$ cat config.mk
export PLATFORM = sky130hd
export DESIGN_NAME = swdc_cell
export DESIGN_NICKNAME = d
export VERILOG_FILES = /design/src/rtl/core/swdc_pkg.sv /design/src/rtl/core/swdc_cell.sv
export SDC_FILE = /design/constraint.sdc
export NUM_CORES = 1
export LEC_CHECK = 0
export ABC_AREA = 0
export BUFFER_PORTS_ARGS = -buffer_cell sky130_fd_sc_hd__buf_2
export CAP_MARGIN = 20
export CORE_MARGIN = 2
export CORE_UTILIZATION = 41
export CTS_BUF_LIST = sky130_fd_sc_hd__clkbuf_2 sky130_fd_sc_hd__clkbuf_4 sky130_fd_sc_hd__clkbuf_8
export CTS_CLUSTER_SIZE = 28
export DETAILED_ROUTE_END_ITERATION = 10
export HOLD_SLACK_MARGIN = 0.15
export MAX_ROUTING_LAYER = met4
export PLACE_DENSITY = 0.82
export SYNTH_ARGS = -nofsm -noshare
export SYNTH_HDL_FRONTEND = slang
export SYNTH_SLANG_ARGS = --single-unit
$ cat constraint.sdc
create_clock -name clock -period 1.5 [get_ports clock]
set_input_delay 0.075 -clock clock [delete_from_list [all_inputs] [get_ports clock]]
set_output_delay 0.075 -clock clock [all_outputs]
set_load 0.1 [all_outputs]
$ cat src/rtl/core/swdc_pkg.sv
// ----------------------------------------------------------------------------
// swdc_pkg
// Shared types and constants of the sliding-window distinct counter.
// ----------------------------------------------------------------------------
package swdc_pkg;

   // item kinds
   localparam logic KIND_PUSH  = 1'b0;
   localparam logic KIND_CLEAR = 1'b1;

   // register indexes (byte address 4*i)
   localparam logic REG_WINDOW_LENGTH    = 1'b0;
   localparam logic REG_UNIQUE_THRESHOLD = 1'b1;

   // register reset values
   localparam logic [7:0]  WINDOW_LENGTH_RESET    = 8'd100;
   localparam logic [16:0] UNIQUE_THRESHOLD_RESET = 17'd6554;

   // control broadcast to every cell of the row
   typedef struct packed {
      logic cmp_en;    // capture compare results
      logic shift_en;  // shift the row by one place
      logic clear;     // empty the row
      logic evict;     // the oldest key leaves with this item
   } swdc_ctrl_type;

   // flags handed from one cell to the next
   typedef struct packed {
      logic valid;     // cell holds a key of the window
      logic dup;       // a newer copy of the same key is in the window
   } swdc_flag_type;

endpackage

$ cat src/rtl/core/swdc_cell.sv
// ----------------------------------------------------------------------------
// swdc_cell
// One window slot: holds a key, compares it to the current key and shifts
// its contents to the next slot when a key is pushed.
// ----------------------------------------------------------------------------
module swdc_cell
   import swdc_pkg::*;
#(
   parameter int KEY_BITS   = 32,
   parameter int IDX_BITS   = 7,
   parameter int CELL_INDEX = 0
) (
   input  logic                clock,
   input  logic                reset,
   input  swdc_ctrl_type       ctrl,
   input  logic [KEY_BITS-1:0] cmd_key,
   input  logic [IDX_BITS-1:0] oldest_idx,
   input  logic [KEY_BITS-1:0] prev_key,
   input  swdc_flag_type       prev_flag,
   output logic [KEY_BITS-1:0] next_key,
   output swdc_flag_type       next_flag,
   output logic                match,
   output logic                drop
);

   logic [KEY_BITS-1:0] key_ff;
   logic                valid_ff;
   logic                dup_ff;
   logic                match_ff;
   logic                sel_ff;
   logic                drop_ff;
   logic                is_oldest;

   // this slot holds the key that leaves the window
   assign is_oldest = ctrl.evict && (oldest_idx == IDX_BITS'(CELL_INDEX));

   // capture compare results for the pending item
   always_ff @(posedge clock) begin
      if (reset) begin
         match_ff <= 1'b0;
         sel_ff   <= 1'b0;
         drop_ff  <= 1'b0;
      end else if (ctrl.cmp_en) begin
         match_ff <= valid_ff && (key_ff == cmd_key) && !is_oldest;
         sel_ff   <= is_oldest;
         drop_ff  <= is_oldest && valid_ff && !dup_ff;
      end
   end

   // shift the slot contents, drop the evicted key on the way
   always_ff @(posedge clock) begin
      if (reset) begin
         valid_ff <= 1'b0;
         dup_ff   <= 1'b0;
      end else if (ctrl.clear) begin
         valid_ff <= 1'b0;
         dup_ff   <= 1'b0;
      end else if (ctrl.shift_en) begin
         valid_ff <= prev_flag.valid;
         dup_ff   <= prev_flag.dup;
      end
   end

   always_ff @(posedge clock) begin
      if (ctrl.shift_en) begin
         key_ff <= prev_key;
      end
   end

   // a key that matches the pushed key now has a newer copy
   assign next_key        = key_ff;
   assign next_flag.valid = valid_ff && !sel_ff;
   assign next_flag.dup   = dup_ff || match_ff;
   assign match           = match_ff;
   assign drop            = drop_ff;

endmodule

==> summary.md <==
| Metric | Value |
|---|---|
| Status | complete, no violations |
| Unique cell type count in the Yosys netlist | 19 |
| Async S/R FF share, synth | 0% |
| Layout area overhead | 75.3% |
| #FFs+latches synth | 37 |
| Clock Latency Late Sink | just under 0.3 ns |
| Die height | between 60 and 70 µm |
| Total Routed Length | around 4300 µm |
| Post-Syn Area | ~1500 µm² |
| Seq/Total Area, Yosys | a little over two thirds |
| RD Place Congestion | approximately 0.80 |
| Clock skew | between 0.006 and 0.007 ns |
| Worst-Margin Slew | between 0.5 and 0.6 ns |
| Number of synthesized flops with an enable pin | 32 |
| Top cells by count, synth | edfxtp_1, xnor2_1, xor2_1, nor4_1, dfxtp_1 |
| R2R depth | 5 |
| Setup violators final | 0 |
| DR vias/cell | 4.63 |
| Pins over their slew limit | 0 |
| Hold Worst Slack | approximately 0.25 ns |
| Synthesized instance count | 98 |
| Initial antenna violation count | 0 |
| Post-route ant nets | 0 |
| Share of layout cells above drive strength 1 | 48.6% |
| Post-layout util | ~74% |
| Tmin final | ~1.3 ns |
| Lkg Pwr | 1.18 nW |
| Fin. Hold Viols | 0 |
| Total gr overflow | 0 |
| CTS tree | done |
| Switching Fraction | 35.1% |
| Total die area | about 4200 µm² |
| Fill count | 249 |
| Share of the synthesized area in the top cell type | roughly 63% |
| DRT Pass-1 Iters | 4 |
| CP Data Arrival Time | around 1.6 ns |
| Clock-pin slew on the worst setup and hold paths | 0.08 ns |
| Mapped Nets | around 180 |
| Mapped Avg Cell Area | approximately 16 µm² |
| Final nets | around 340 |
| Largest net degree at the start of global routing | 31 |
| Power Density | 1120 nW/µm² |
| Slew margin rel. | about two thirds |
| R2r endpoint | match$_SDFFE_PP0P_ |
| P_int | between 1.5 and 2 mW |
| Max Fclk | roughly 750 MHz |
| Dpl hpwl | about 2800 µm |
| Vias in the first global route | ~1.5k |
| Pre-CTS WS | 0.129 ns |
| RSZ-0062 raised after global routing | no |
| Crit path kind | reg2reg |
| Most used DFF post-synth | edfxtp_1 |
| Clock Power Share | 28.0% |
| Vias after detailed routing | between 1k and 1.5k |
| Critical path startpoint category | flop |
| Register area | around 1100 µm² |
| Critical path endpoint category | flop |
| First-pass GRT wire length | 6380 µm |
| I/O Buffers | about 110 |
| Post-synth top area cell | edfxtp_1 |
| Crit share post-route | a little under 90% |
| Worst reg-to-reg setup slack | between 0.15 and 0.2 ns |
| Die width | roughly 65 µm |
| Area of the multi-input gates | between 400 and 500 µm² |
| Io pins | between 100 and 150 |
| Max VDD drop | slightly above 900 µV |
| Crit. Startpoint | next_key[13]$_DFFE_PP_ |
| Worst min-delay path class | in2reg |
| Worst flop-to-flop path startpoint | next_key[13]$_DFFE_PP_ |
| YS warnings | 0 |
| CTS H-tree lvls | 2 |
| Total global-route track usage | between 20% and 30% |
| Worst EP required | ~1.7 ns |
| Ranking of synthesized cells by area | edfxtp_1, xnor2_1, xor2_1 |
| Root buffer cell | clkbuf_8 |
| Count leader, synth | edfxtp_1 |
| Crit Path Max Fanout | 2 |
| Antenna Cells | 0 |
| Gate power share | 30.3% |
| Final worst slack | ~0.17 ns |
| Clk sinks | 37 |
| Worst setup path endpoint | match$_SDFFE_PP0P_ |
| Row cnt | 22 |
| Initial Util | 42.3% |
| DR iter-0 viols | between 40 and 50 |
| CTS Buf Count | 5 |
| Postcts setup bufs | 0 |
| Net switching power | 1.05 mW |
| Placeable Area | between 3000 and 4000 µm² |
| Max Cap Viol | 0 |
| Avg WL per Cell | 13.9 µm |
| Seq pwr share | 41.7% |
| DRC violations left | 0 |
| CTS max path bufs | 2 |
==> worst min-delay path by stage <==
stage / start / endpoint / slack [ns] / depth (start not counted)
after floorplan: reset / drop$_SDFFE_PP0P_ / 0.14 / 1
after detailed placement: prev_key[29] / next_key[29]$_DFFE_PP_ / 0.25 / 1
after CTS: cmd_key[3] / match$_SDFFE_PP0P_ / 0.24 / 6
final: ctrl[2] / next_key[15]$_DFFE_PP_ / 0.25 / 2
after global placement: prev_key[6] / next_key[6]$_DFFE_PP_ / 0.25 / 1
after global routing: ctrl[2] / next_key[17]$_DFFE_PP_ / 0.25 / 2
==> stage by stage <==
step	instance area (µm²)	std cells	TNS, ns	total power, mW
after floorplan	1530	98	-0.361	1.88
after global routing	2680	307	0	3.10
final	2680	307	0	2.99
after CTS	2670	307	0	3.00
after detailed placement	2180	261	0	2.09
after global placement	2180	261	0	2.08
==> state kept, by name, summed over array words and instances, names as in the netlist <==
name	cells
drop	1
dup_ff	1
match	1
next_key	32
sel_ff	1
valid_ff	1
==> kinds of logic (layout without fill, tap and decap cells) <==
| logic type | after synthesis | count (layout) | synth area share (%) |
|---|---|---|---|
| flops | 37 | 37 | 69.5 |
| simple gates | 24 | 24 | 9.51 |
| xor+xnor | 32 | 32 | 18.4 |
| compound gates | 2 | 2 | 0.655 |
| mux | 3 | 3 | 1.97 |
| buf+inv | 0 | 161 | 0 |
==> final cells by class <==
class	count	area share, %
clock buffers	5	2.57
clock inverters	3	1.54
multi-input cells	61	17.7
flip-flops and latches	37	39.6
well taps	48	2.24
repair buffers	153	36.3
==> worst max-delay path: stages (launching register included) <==
cell	delay, ns
edfxtp_1	0.40
xnor2_1	0.19
nand4_1	0.13
nor4_2	0.29
nand3_1	0.11
o21ai_1	0.14
==> repair_timing <==
action,CTS,global route
hold buffers,38,0
endpoints found under the hold margin,41,0
endpoints found under the setup margin,0,1
resized for setup,0,1
==> power by group through the flow <==
stage / clock (mW) / sequential, mW / combinational [mW]
6_report: 0.837 / 1.25 / 0.907
5_1_grt: 0.907 / 1.26 / 0.940
4_1_cts: 0.857 / 1.25 / 0.901
3_5_place_dp: 0 / 1.27 / 0.826
3_3_place_gp: 0 / 1.26 / 0.817
2_1_floorplan: 0 / 1.77 / 0.107
==> cell usage in the layout (no fill, tap or decap), drive strengths merged <==
| cell | instances |
|---|---|
| dfxtp | 5 |
| nor2 | 2 |
| nor4 | 6 |
| buf | 115 |
| nand2b | 1 |
| nor2b | 1 |
| bufinv | 1 |
| a21oi | 1 |
| nand4 | 4 |
| or2 | 1 |
| mux2i | 3 |
| clkinvlp | 1 |
| nand3 | 2 |
| o21ai | 1 |
| edfxtp | 32 |
| dlygate4sd3 | 38 |
| xnor2 | 16 |
| and4b | 1 |
| clkinv | 1 |
| xor2 | 16 |
| nand4b | 1 |
| clkbuf | 5 |
| or3b | 1 |
| nand2 | 1 |
| nor3 | 3 |
==> metal layers <==
layer  share of wire (%)  GRT usage [%]  vias to the layer above
met4                 2.7           9.64                        0
met3                 6.4           5.90                       10
met5                   0              -                        -
met2                  57           41.0                       69
li1                    -              -                      683
met1                  34           19.6                      658
No activity file was read; power rests on OpenSTA's default activity.
